<file path="config.mk">
export PLATFORM = sky130hd
export DESIGN_NAME = stf_ctrl
export DESIGN_NICKNAME = d
export VERILOG_FILES = /design/src/hw/rtl/stf_pkg.sv /design/src/hw/rtl/stf_ctrl.sv
export SDC_FILE = /design/constraint.sdc
export NUM_CORES = 1
export LEC_CHECK = 0
export BUFFER_PORTS_ARGS = -buffer_cell sky130_fd_sc_hd__buf_2
export CAP_MARGIN = 20
export CORE_UTILIZATION = 50
export DETAILED_ROUTE_END_ITERATION = 8
export PLACE_DENSITY = 0.74
export SYNTH_ARGS = -nofsm -noshare
export SYNTH_HDL_FRONTEND = slang
export SYNTH_SLANG_ARGS = --single-unit
</file>
<file path="constraint.sdc">
create_clock -name clk -period 4.3 [get_ports clk]
set_clock_uncertainty 0.1 [all_clocks]
set_input_delay 1.075 -clock clk [delete_from_list [all_inputs] [get_ports clk]]
set_output_delay 1.075 -clock clk [all_outputs]
set_load 0.005 [all_outputs]
</file>
<file path="src/hw/rtl/stf_pkg.sv">
`default_nettype none
package stf_pkg;

  localparam logic [1:0] KIND_MAC  = 2'd0;
  localparam logic [1:0] KIND_IPV4 = 2'd1;
  localparam logic [1:0] KIND_IPV6 = 2'd2;
  localparam logic [1:0] KIND_BAD  = 2'd3;

  localparam logic [7:0]  IPV4_FULL_LEN  = 8'd32;
  localparam logic [7:0]  IPV6_FULL_LEN  = 8'd128;
  localparam logic [31:0] WT_DFLT_VAL    = 32'd10;

  localparam logic [7:0] CH_COLON = 8'h3a;
  localparam logic [7:0] CH_DOT   = 8'h2e;
  localparam logic [7:0] CH_SLASH = 8'h2f;
  localparam logic [7:0] CH_HASH  = 8'h23;
  localparam logic [7:0] CH_MINUS = 8'h2d;

  // datapath operations
  typedef enum logic [3:0] {
    OP_NONE,
    OP_LOAD,      // capture record
    OP_HEX_BYTE,  // MAC byte, two chars
    OP_DEC_LOAD,  // load dec converter
    OP_DEC_STEP,  // one digit extraction
    OP_DEC_EMIT,  // emit stored digits
    OP_HEX_GROUP, // IPv6 group digits
    OP_CHAR,      // emit literal char
    OP_FIND_RUN   // zero run scan step
  } op_t;

  typedef enum logic [1:0] {
    DSRC_OCTET,
    DSRC_PLEN,
    DSRC_WEIGHT
  } dsrc_t;

  typedef struct packed {
    op_t        op;
    dsrc_t      dsrc;
    logic [7:0] lit;
    logic [2:0] idx;    // byte / octet / group index
    logic       emit;   // char offered this cycle; steps emit position
  } dp_cmd_t;

  typedef struct packed {
    logic       char_busy;  // multi-char op not finished
    logic       dec_done;   // conversion finished
    logic [1:0] kind;
    logic       plen_dflt4;
    logic       plen_dflt6;
    logic       wt_dflt;
    logic       wt_neg;
    logic [2:0] run_at;
    logic [3:0] run_len;
  } dp_sts_t;

  function automatic logic [7:0] hex_ch(input logic [3:0] d);
    hex_ch = (d < 4'd10) ? (8'h30 + {4'd0, d}) : (8'h57 + {4'd0, d});
  endfunction

endpackage
`default_nettype wire

</file>
<file path="src/hw/rtl/stf_ctrl.sv">
`default_nettype none
module stf_ctrl (
  input  wire logic             clk,
  input  wire logic             rst_n,
  input  wire logic             in_valid,
  output logic                  in_ready,
  input  wire logic             out_ready,
  output logic                  out_valid,
  output logic                  out_last_char,
  output logic                  out_bad_kind,
  input  wire stf_pkg::dp_sts_t sts,
  output stf_pkg::dp_cmd_t      cmd
);
  import stf_pkg::*;

  typedef enum logic [9:0] {
    S_IDLE  = 10'b0000000001,
    S_SCAN  = 10'b0000000010,
    S_ADDR  = 10'b0000000100,
    S_SEP   = 10'b0000001000,
    S_DLOAD = 10'b0000010000,
    S_DSTEP = 10'b0000100000,
    S_DEMIT = 10'b0001000000,
    S_SUFX  = 10'b0010000000,
    S_BAD   = 10'b0100000000,
    S_MINUS = 10'b1000000000
  } state_t;

  // phase of suffix work: 0 address, 1 prefix, 2 weight
  state_t     st_r, st_nxt;
  logic [2:0] idx_r, idx_nxt;
  logic [1:0] ph_r, ph_nxt;
  logic       dbl_r, dbl_nxt;     // second ':' of "::"
  logic       after_r, after_nxt; // just printed "::"
  logic       fire;
  logic       more_addr;
  logic       want_plen, want_wt;
  logic [3:0] next_i;

  assign fire = out_valid && out_ready;
  assign want_plen = (sts.kind == KIND_IPV4) ? !sts.plen_dflt4 :
                     (sts.kind == KIND_IPV6) ? !sts.plen_dflt6 : 1'b0;
  assign want_wt = !sts.wt_dflt;

  always_comb begin
    cmd      = '{op: OP_NONE, dsrc: DSRC_OCTET, lit: 8'd0, idx: idx_r, emit: 1'b0};
    st_nxt   = st_r;
    idx_nxt  = idx_r;
    ph_nxt   = ph_r;
    dbl_nxt  = dbl_r;
    after_nxt = after_r;
    in_ready = 1'b0;
    out_valid = 1'b0;
    out_last_char = 1'b0;
    out_bad_kind = 1'b0;
    more_addr = 1'b0;
    next_i = {1'b0, idx_r} + 4'd1;
    case (st_r)
      S_IDLE: begin
        in_ready = 1'b1;
        if (in_valid) begin
          cmd.op  = OP_LOAD;
          idx_nxt = 3'd0;
          ph_nxt  = 2'd0;
          dbl_nxt = 1'b0;
          after_nxt = 1'b0;
          st_nxt  = S_SCAN;
        end
      end
      S_SCAN: begin
        // IPv6 needs eight scan steps; other kinds skip
        if (sts.kind == KIND_BAD) st_nxt = S_BAD;
        else if (sts.kind == KIND_IPV6) begin
          cmd.op = OP_FIND_RUN;
          idx_nxt = idx_r + 3'd1;
          if (idx_r == 3'd7) st_nxt = S_ADDR;
        end else st_nxt = (sts.kind == KIND_MAC) ? S_ADDR : S_DLOAD;
      end
      S_BAD: begin
        out_valid = 1'b1;
        out_last_char = 1'b1;
        out_bad_kind = 1'b1;
        cmd.op = OP_CHAR;
        cmd.lit = 8'd0;
        if (out_ready) st_nxt = S_IDLE;
      end
      S_ADDR: begin
        if (sts.kind == KIND_MAC) begin
          cmd.op = OP_HEX_BYTE;
          cmd.emit = 1'b1;
          out_valid = 1'b1;
          more_addr = (idx_r != 3'd5);
          out_last_char = !sts.char_busy && !more_addr && !want_wt;
          if (fire && !sts.char_busy) begin
            if (more_addr) begin
              st_nxt = S_SEP;
            end else begin
              ph_nxt = 2'd2;
              st_nxt = want_wt ? S_SUFX : S_IDLE;
            end
          end
        end else if (sts.run_len > 4'd1 && idx_r == sts.run_at) begin
          cmd.op = OP_CHAR;
          cmd.lit = CH_COLON;
          cmd.emit = 1'b1;
          out_valid = 1'b1;
          next_i = {1'b0, idx_r} + sts.run_len;
          out_last_char = dbl_r && next_i[3] && !want_plen && !want_wt;
          if (fire) begin
            if (!dbl_r) dbl_nxt = 1'b1;
            else begin
              dbl_nxt = 1'b0;
              after_nxt = 1'b1;
              if (next_i[3]) begin
                ph_nxt = 2'd1;
                st_nxt = want_plen ? S_SUFX : (want_wt ? S_SUFX : S_IDLE);
                if (!want_plen) ph_nxt = 2'd2;
              end else idx_nxt = next_i[2:0];
            end
          end
        end else if (idx_r != 3'd0 && !after_r && !dbl_r) begin
          cmd.op = OP_CHAR;
          cmd.lit = CH_COLON;
          cmd.emit = 1'b1;
          out_valid = 1'b1;
          if (fire) dbl_nxt = 1'b1; // colon done, reuse flag
        end else begin
          cmd.op = OP_HEX_GROUP;
          cmd.emit = 1'b1;
          out_valid = 1'b1;
          out_last_char = !sts.char_busy && idx_r == 3'd7 && !want_plen && !want_wt;
          if (fire && !sts.char_busy) begin
            dbl_nxt = 1'b0;
            after_nxt = 1'b0;
            if (idx_r == 3'd7) begin
              ph_nxt = want_plen ? 2'd1 : 2'd2;
              st_nxt = (want_plen || want_wt) ? S_SUFX : S_IDLE;
            end else idx_nxt = idx_r + 3'd1;
          end
        end
      end
      S_SEP: begin
        cmd.op = OP_CHAR;
        cmd.lit = (sts.kind == KIND_MAC) ? CH_COLON : CH_DOT;
        cmd.emit = 1'b1;
        out_valid = 1'b1;
        if (fire) begin
          idx_nxt = idx_r + 3'd1;
          st_nxt = (sts.kind == KIND_MAC) ? S_ADDR : S_DLOAD;
        end
      end
      S_SUFX: begin
        cmd.op = OP_CHAR;
        cmd.lit = (ph_r == 2'd1) ? CH_SLASH : CH_HASH;
        cmd.emit = 1'b1;
        out_valid = 1'b1;
        if (fire) st_nxt = (ph_r == 2'd2 && sts.wt_neg) ? S_MINUS : S_DLOAD;
      end
      S_MINUS: begin
        cmd.op = OP_CHAR;
        cmd.lit = CH_MINUS;
        cmd.emit = 1'b1;
        out_valid = 1'b1;
        if (fire) st_nxt = S_DLOAD;
      end
      S_DLOAD: begin
        cmd.op = OP_DEC_LOAD;
        cmd.dsrc = (ph_r == 2'd0) ? DSRC_OCTET : (ph_r == 2'd1) ? DSRC_PLEN : DSRC_WEIGHT;
        st_nxt = S_DSTEP;
      end
      S_DSTEP: begin
        cmd.op = OP_DEC_STEP;
        if (sts.dec_done) st_nxt = S_DEMIT;
      end
      S_DEMIT: begin
        cmd.op = OP_DEC_EMIT;
        cmd.emit = 1'b1;
        out_valid = 1'b1;
        case (ph_r)
          2'd0:    more_addr = (idx_r != 3'd3) || want_plen || want_wt;
          2'd1:    more_addr = want_wt;
          default: more_addr = 1'b0;
        endcase
        out_last_char = !sts.char_busy && !more_addr;
        if (fire && !sts.char_busy) begin
          if (ph_r == 2'd0 && idx_r != 3'd3) st_nxt = S_SEP;
          else if (ph_r == 2'd0 && want_plen) begin
            ph_nxt = 2'd1; st_nxt = S_SUFX;
          end else if (ph_r != 2'd2 && want_wt) begin
            ph_nxt = 2'd2; st_nxt = S_SUFX;
          end else st_nxt = S_IDLE;
        end
      end
      default: st_nxt = S_IDLE;
    endcase
  end

  always_ff @(posedge clk) begin
    if (!rst_n) begin
      st_r <= S_IDLE;
      idx_r <= 3'd0;
      ph_r <= 2'd0;
      dbl_r <= 1'b0;
      after_r <= 1'b0;
    end else begin
      st_r <= st_nxt;
      idx_r <= idx_nxt;
      ph_r <= ph_nxt;
      dbl_r <= dbl_nxt;
      after_r <= after_nxt;
    end
  end

endmodule
`default_nettype wire

</file>
# ---- Word-level counts from Yosys, hierarchy flattened
# Index checks and enable logic that the tools add are counted.
dict set report word_totals {
  word_cells 202
  in_bits 19
  ff_bits 17
}
dict set report op_classes {
  magnitude_cmp 1
  reduce_logical 44
  n_addsub 2
  n_eq_ne 48
  muxes 102
}
# cell count
set op_table {}
lappend op_table {{two-way mux 10 bit} 20}
lappend op_table {{one-hot mux 10 bit (10 select lines)} 1}
lappend op_table {{two-way mux 8 bit} 7}
lappend op_table {{two-way mux 3 bit} 13}
lappend op_table {{two-way mux 2 bit} 19}
lappend op_table {{!= test 3 bit, second input constant} 11}
lappend op_table {{!= test 4 bit, second input constant} 7}
lappend op_table {{one-hot mux 4 bit (7 select lines)} 1}
lappend op_table {{two-way mux 1 bit} 26}
lappend op_table {{!= test 2 bit, second input constant} 12}
lappend op_table {{one-hot mux 6 bit (4 select lines)} 1}
lappend op_table {{logical AND 1 bit} 18}
lappend op_table {{two-way mux 6 bit} 3}
lappend op_table {{AND reduction 15 bit} 1}
lappend op_table {{AND reduction 13 bit} 1}
lappend op_table {{two-way mux 4 bit} 3}
lappend op_table {{one-hot mux 3 bit (4 select lines)} 1}
lappend op_table {{AND reduction 12 bit} 1}
lappend op_table {{equality test 10 x 1 -> 1 bit, second input constant} 1}
lappend op_table {{equality test 10 bit, second input constant} 1}
lappend op_table {{equality test 10 x 2 -> 1 bit, second input constant} 1}
lappend op_table {{equality test 10 x 3 -> 1 bit, second input constant} 1}
lappend op_table {{equality test 10 x 4 -> 1 bit, second input constant} 1}
lappend op_table {{equality test 10 x 5 -> 1 bit, second input constant} 1}
lappend op_table {{other kinds (27)} 45}

# ---- Depth between registers and ports, before layout
# Gate-level depths: netlist (run 1).
dict set report logic_depth {
  depth_word 11
  ltp_mapped 9
}

# ---- Worst setup path after synthesis (run 1)
# Ideal clock, no wire load.
dict set report synth_timing {
  path_kind {input -> output}
  from {in sts[6] (netlist name)}
  to {out cmd[9] (netlist name)}
  cell_stages 4
  path_slack_ns 0.615
  arrival_ns 2.510
  n_path_buf 0
  t_required_ns 3.125
  path_cell_list {xor2_1 > nor4_1 > o21ai_0 > nand3_1}
}
# element line
set synth_rtl {}
lappend synth_rtl {{from (decl)} stf_ctrl.sv:11} ;# input wire stf_pkg::dp_sts_t sts,
lappend synth_rtl {{to (decl)} stf_ctrl.sv:12} ;# output stf_pkg::dp_cmd_t cmd

# ---- Worst setup path in the final report (run 1)
dict set report layout_timing {
  from {in sts[11] (netlist name)}
  to {out out_last_char}
}
dict set report layout_between {
  elab_chain_len 10
  elab_cells_between_ends 20
}
# element line
set layout_lines {}
lappend layout_lines {{equality test 2 bit} stf_ctrl.sv:42} ;# (sts.kind == KIND_IPV6) ? !sts.plen_dflt6 : 1'b0;
lappend layout_lines {{two-way mux 1 bit} stf_ctrl.sv:42}
lappend layout_lines {{two-way mux 1 bit} stf_ctrl.sv:41} ;# assign want_plen = (sts.kind == KIND_IPV4) ? !sts.plen_dflt4 :
lappend layout_lines {{logical OR 1 bit / zero test 1 bit (equally long branches)} {stf_ctrl.sv:180, stf_ctrl.sv:108, stf_ctrl.sv:131}}
lappend layout_lines {{logical OR 1 bit / logical AND 1 bit (equally long branches)} {stf_ctrl.sv:180, stf_ctrl.sv:131}}
lappend layout_lines {{one-hot mux 1 bit (2 select lines) / logical AND 1 bit (equally long branches)} {stf_ctrl.sv:179, stf_ctrl.sv:131}}
lappend layout_lines {{two-way mux 1 bit (on tied branches)} {stf_ctrl.sv:58, stf_ctrl.sv:121}}
lappend layout_lines {{zero test 1 bit / two-way mux 1 bit (equally long branches)} {stf_ctrl.sv:184, stf_ctrl.sv:102}}
lappend layout_lines {{logical AND 1 bit / two-way mux 1 bit (equally long branches)} {stf_ctrl.sv:184, stf_ctrl.sv:88}}
lappend layout_lines {{one-hot mux 1 bit (3 select lines) (*)} stf_ctrl.sv:58} ;# case (st_r)
lappend layout_lines {{to (decl)} stf_ctrl.sv:9} ;# output logic out_last_char,
# Every way passes the cells marked *; elsewhere a longest branch is shown, timed or not. The select of a mux whose other input is x is not followed.

==> results_dict.tcl, run 1 <==
set metrics [dict create \
    relSlewSlack_pct 44.0 \
    drv_slew 0 \
    r2r_slack_ns 1.30 \
    cts_tree "built" \
    holdBufCountCts 0 \
    die_area_sq_mm 0.00392 \
    p_leak_nw 0.937 \
    whs_endpoint "after_r" \
    placed_cells 324 \
    clockBufferDepth 2 \
    core_sq_mm 0.00342 \
    path_class "primary input to primary output" \
    final_hold_viol_count 0 \
    antenna_found_initial 0 \
    hold-path-cell-count 2 \
    grt_pass1_wl_microns 9270 \
    insertion_delay_ns 0.31 \
    dpl_worst_slack_ns 0.342 \
    io_pins 41 \
    max_slew.worst_pin.slew_ns 0.833 \
    min_from "after_r" \
    crit_path_top_delay_cell "or4b_2" \
    stdcell_area_sq_mm 0.00206 \
    critPathLaunch "sts[11]" \
    finalSetupViolations 0 \
    place_area_sq_mm 0.00203 \
    final_cells 328 \
    ant_nets 0 \
    cts.sinks 17 \
    drive_gt1_share_pct 17.7 \
    final_nets 311 \
    clock-root-buffer "clkbuf_4" \
    fmax_mhz 251 \
    finalWorstSetupSlack_ns 0.311 \
    grt_overflow_total 0 \
    busiest_layer "met2" \
    synthArstFlopShare_pct 0 \
    path_common_cell "buf_2" \
    rr_startpoint "st_r[9]" \
    post_cts_resized 0 \
    diodes 0 \
    grt_max_degree 16 \
    initial_core_util_pct 53.8 \
    fp.dieW_microns 62.6 \
    synth.distinct_cells 60 \
    critical_path.max_stage_delay_ns 0.59 \
    power_mw 0.795 \
    drt_iter0_drc 215 \
    netlist.area_leader.share_pct 18.5 \
    tns_ns 0 \
    dr.pass1.iters 6 \
    hold_path.class "register to register" \
    synth_area_leaders "dfxtp_1 19%, ha_1 5.4%, nor2_1 5.3%" \
    vdd_ir_drop_max_mv 0.250 \
    grt_use_met2_pct 43.8 \
    fin_crit_sh_pct 92.8 \
    yosysSeqAreaShare_pct 18.5 \
    place_hpwl_microns 4330 \
    synth_ff_type "dfxtp_1" \
    cp.required_ns 3.12 \
    synth_area_sq_mm 0.00184 \
    synth_edf_count 0 \
    h-tree-depth 1 \
    die_h_microns 62.6 \
    grtUsageMet1_pct 41.3 \
    place_congestion 0.965 \
    setup.worst_path.start_class "primary input" \
    path_buf_inv 2 \
    worstPathCellList "buf_2, or4b_2, o311ai_0, a21oi_1, o21bai_1, a221o_1, buf_2" \
    grt_pass1_vias 1930 \
    postCtsSetupRepairBufs 0 \
    synth_top_area_cell "dfxtp_1" \
    yosysWarningCount 0 \
    fin_crit_ns 3.99 \
    crit_path_end_kind "primary output" \
    drc 0 \
    clk_pin_slew_ns 0.10 \
    critPathTopFamily "compound AO/OA/AOI/OAI gates" \
    vias 2182 \
    status "complete, no violations" \
    grtUsageMet3_pct 8.21 \
    viasPerCell 6.65 \
    crit_fanout 9 \
    syn_avg_cell_area_sq_um 7.35 \
    synth.top_cells.by_count "26 x nor2_1, 17 x dfxtp_1, 14 x inv_1" \
    drv_cap 0 \
    rr_worst_depth 6 \
    numCtsBuffers 3 \
    grt_usage_pct 29.6 \
    synth.most_common_cell "nor2_1" \
    port_buffers 38 \
    totalWireLength_microns 5680 \
    synth-seq-cells 17 \
    area_growth_pct 12.4 \
    drt-wirelength-per-cell_microns 17.3 \
    arrival_ns 2.81 \
    synthCells 250 \
    reg2reg_to "idx_r[0]" \
    power_density_mw_per_mm2 385 \
    rows 21 \
    rsz0062_at_grt "no" \
]
-- area by class of cell --
class | count | area, sq um
Multi-Input combinational cell | 208 | 1390
Timing Repair Buffer | 39 | 198
Clock buffer | 3 | 22.5
Tap cell | 46 | 57.6
Fill cell | 344 | 1350
Clock inverter | 1 | 7.51
Inverter | 14 | 52.6
Sequential cell | 17 | 340
-- placed cells by master, fill, tap and decap left out, types with 3 or more instances in the layout --
cell,n
a211oi_1,3
nor3_1,12
dfxtp_1,17
inv_1,14
nand2_1,13
or3_1,3
buf_2,38
a31oi_1,4
o21ai_0,10
clkbuf_4,3
and3_1,5
o31ai_1,4
nand4_1,9
nor4b_1,3
a21oi_1,13
nor2b_1,5
nand3_1,12
ha_1,8
xor2_1,6
nand2b_1,5
o21a_1,6
nor2_1,26
nand4b_1,4
nor4_1,7
or4_1,4
-- registers in the layout, indices dropped and copies added, names as in the netlist --
register / cells
ph_r: 2
after_r: 1
dbl_r: 1
st_r: 10
idx_r: 3
-- worst max-delay path by stage --
| stage | to | slack (ns) | cells after the start |
|---|---|---|---|
| floorplan | cmd[9] | 0.61 | 4 |
| finish | out_last_char | 0.31 | 7 |
| global route | out_last_char | 0.26 | 7 |
| CTS | out_last_char | 0.33 | 7 |
| detailed placement | out_last_char | 0.34 | 7 |
| global placement | out_last_char | 0.38 | 7 |
-- through the flow --
step | util [%] | hold slack (ns)
finish | 60.4 | 0.414
global route | 60.4 | 0.446
CTS | 60.4 | 0.414
detailed placement | 59.6 | 0.398
global placement | 59.6 | 0.382
floorplan | - | 0.363
-- cells by family (layout without fill, tap and decap cells) --
kind of cell | Yosys count | after routing | synth area share (%)
DFF | 17 | 17 | 18.5
other | 1 | 2 | 0.204
xor gates and xnor gates | 7 | 7 | 3.34
buffers and inverters | 26 | 57 | 6.20
AOI/OAI and AO/OA | 68 | 68 | 26.4
and+or+nand+nor | 120 | 120 | 37.5
adders and majority gates | 9 | 9 | 6.54
muxes | 2 | 2 | 1.36
-- layer usage --
layer  share of wire (%)  vias up
met5                   0        -
met4                 1.8        0
met3                  11       14
met2                  42      142
met1                  44     1008
li1                    -     1018
-- where the power goes --
part	total, mW	internal, mW	switching [mW]
Clock	0.0942	0.0356	0.0586
Combinational	0.462	0.190	0.273
Sequential	0.238	0.184	0.0542
-- worst min-delay path, delay by kind of cell (launching register included) --
| kind | cells | cell delay [ns] |
|---|---|---|
| AO/OA/AOI/OAI | 2 | 0.14 |
| flip-flops | 1 | 0.34 |
(Power assumes the default switching activity.)
==> inputs of run 2 (changes only) <==
ABC_AREA = 1   (was unset)
PLACE_DENSITY = 0.72   (was 0.74)
==> run 2 against run 1 <==
Global-route usage shrank 1.2 points. Non-clock buffer count is the same. Flip-flop and latch count is the same. Core utilization shrank 2.5 points. Highest routed layer unchanged. Via count grew 20%. Wire length grew 16%. Maximum frequency grew 8.6%. Register-to-register slack gained 0.55 ns. Synthesized cell count grew 65%. Final cell count grew 53%.
==> results_dict.tcl, run 2 <==
set metrics [dict create \
    drc 0 \
    muxShareOfSynthArea_pct 0 \
    postCtsSetupRepairBufs 0 \
    synth_area_sq_mm 0.00226 \
    drt-wirelength-per-cell_microns 13.1 \
    finalSetupViolations 0 \
    grt_overflow_total 0 \
    critPathTopFamily "simple AND/OR/NAND/NOR gates" \
    clock-root-buffer "clkbuf_8" \
    rsz0062_at_grt "no" \
    reg2reg_to "idx_r[1]" \
    syn_avg_cell_area_sq_um 5.47 \
    holdBufCountCts 0 \
    power_density_mw_per_mm2 465 \
    fmax_mhz 272 \
    synth_compound_area_share_pct 8.25 \
    fp.dieW_microns 69.2 \
    max_slew.worst_pin.slew_ns 0.507 \
    place_hpwl_microns 5300 \
    final_common_cell "nand2_1" \
    numCtsBuffers 3 \
    synth.distinct_cells 37 \
    crit_fanout 6 \
    drt_iter0_drc 161 \
    crit_path_end_kind "primary output" \
    critPathLaunch "sts[12]" \
    place_congestion 0.959 \
    synth.top_cells.by_count "108 x nand2_1, 88 x nor2_1, 51 x inv_1" \
    grt_pass1_vias 2428 \
    cts_tree "built" \
    hold_path.class "register to register" \
    status "complete, no violations" \
    cp.depth 8 \
    synth_edf_count 0 \
    fin_crit_ns 3.67 \
    worstPathCellList "buf_2, nor2_1, nand3_1, or3_1, nand2_1, nand2_1, o211ai_1, buf_2" \
    diodes 0 \
    antenna_found_initial 0 \
    tns_ns 0 \
    die_h_microns 69.2 \
    vias 2624 \
    dr.pass1.iters 5 \
    dpl_worst_slack_ns 0.671 \
    final_nets 478 \
    synthArstFlopShare_pct 0 \
    yosysWarningCount 0 \
    totalWireLength_microns 6570 \
    grt_usage_pct 28.3 \
    p_leak_nw 1.47 \
    drv_slew 0 \
    largest_register_ff_count 10 \
    cts.sinks 17 \
    relSlewSlack_pct 65.9 \
    fin_crit_sh_pct 85.4 \
    layout_common_cells "108 x nand2_1, 88 x nor2_1, 51 x inv_1" \
    insertion_delay_ns 0.26 \
    finalWorstSetupSlack_ns 0.627 \
    clockBufferDepth 2 \
    grt_max_degree 18 \
    crit_path_top_delay_cell "or3_1" \
    port_buffers 38 \
    synth_adder_area_share_pct 5.32 \
    rows 24 \
    synth.most_common_cell "nand2_1" \
    synth_ff_type "dfxtp_1" \
    setup.worst_path.start_class "primary input" \
    viasPerCell 5.24 \
    synthSimpleGateAreaFrac_pct 56.5 \
    h-tree-depth 1 \
    cp.required_ns 3.12 \
    critical_path.max_stage_delay_ns 0.38 \
    core_sq_mm 0.00435 \
    synth_xor_area_share_pct 2.71 \
    vdd_ir_drop_max_mv 0.277 \
    area_growth_pct 11.6 \
    rr_startpoint "idx_r[2]" \
    rr_worst_depth 13 \
    arrival_ns 2.50 \
    drv_cap 0 \
    reg_top3 "st_r x10, idx_r x3, ph_r x2" \
    synth-seq-cells 17 \
    synth_top_family_by_area "simple AND/OR/NAND/NOR gates" \
    netlist.area_leader.share_pct 17.9 \
    initial_core_util_pct 51.9 \
    yosysSeqAreaShare_pct 15.1 \
    endpoint "out_last_char" \
    final_hold_viol_count 0 \
    synth_area_leaders "nand2_1 18%, dfxtp_1 15%, nor2_1 15%" \
    drive_gt1_share_pct 17.1 \
    io_pins 41 \
    synthCells 413 \
    r2r_slack_ns 1.85 \
    path_buf_inv 2 \
    fillCellCount 471 \
    post_cts_resized 0 \
    synth_top_area_cell "nand2_1" \
    top_register "st_r" \
    grt_pass1_wl_microns 11100 \
    clk_pin_slew_ns 0.07 \
    path_class "primary input to primary output" \
    die_area_sq_mm 0.00479 \
    ant_nets 0 \
]
-- run 2: cell types whose count changed after synthesis, moves of 8 or more --
cell | previous run | this run
inv_2 | 0 | 8
nand2_1 | 13 | 108
nand2_2 | 0 | 9
nor2_1 | 26 | 88
inv_1 | 14 | 51
nand3_1 | 12 | 40
-- run 2: how the worst min path moves through the flow --
stage	from	to	slack, ns	depth (start not counted)
after floorplan	ph_r[0]	ph_r[0]	0.38	2
after global placement	ph_r[0]	ph_r[0]	0.41	2
after detailed placement	ph_r[0]	ph_r[0]	0.41	2
after CTS	ph_r[0]	ph_r[0]	0.43	2
after global routing	ph_r[0]	ph_r[0]	0.46	2
final	ph_r[0]	ph_r[0]	0.42	2
-- run 2: per-stage QoR --
step | total power [mW] | hold WS (ns) | cell area, sq um | utilization (%) | std cells
CTS | 1.17 | 0.425 | 2520 | 57.9 | 501
finish | 1.17 | 0.417 | 2520 | 57.9 | 501
floorplan | 0.862 | 0.384 | 2260 | - | 414
detailed placement | 1.04 | 0.413 | 2480 | 56.9 | 497
global route | 1.31 | 0.462 | 2520 | 57.9 | 501
global placement | 1.03 | 0.409 | 2480 | 56.9 | 497
-- run 2: metal layers --
metal | share of wire, % | wire length (microns) | GRT usage, %
met5 | 0 | 0 | 0
met3 | 6.5 | 428 | 3.92
met2 | 47 | 3070 | 46.8
met4 | 1.5 | 101 | 8.39
met1 | 45 | 2970 | 38.1
-- run 2: cell type report --
type | instances | area [sq um] | share of cell area (%)
clock buffers | 3 | 41.3 | 1.64
clock inverters | 1 | 5.00 | 0.198
inverters | 59 | 221 | 8.78
multi-input cells | 330 | 1650 | 65.5
flip-flops and latches | 17 | 340 | 13.5
well taps | 52 | 65.1 | 2.58
repair buffers | 39 | 198 | 7.84
-- run 2: cells by family after synthesis --
group                      after synthesis
DFF                                     17
adders and majority gates                9
other                                    1
buffers and inverters                   67
and+or+nand+nor                        281
xor gates and xnor gates                 7
AOI/OAI and AO/OA                       31
-- run 2: power by group --
part | internal, mW | switching, mW | total (mW)
Sequential | 0.197 | 0.0507 | 0.248
Clock | 0.0645 | 0.0639 | 0.128
Combinational | 0.277 | 0.520 | 0.797
-- run 2: tightest hold or removal path: stages (launching register included) --
cell and delay (ns):
dfxtp_1 0.33, nor2_1 0.11, nor2_1 0.04
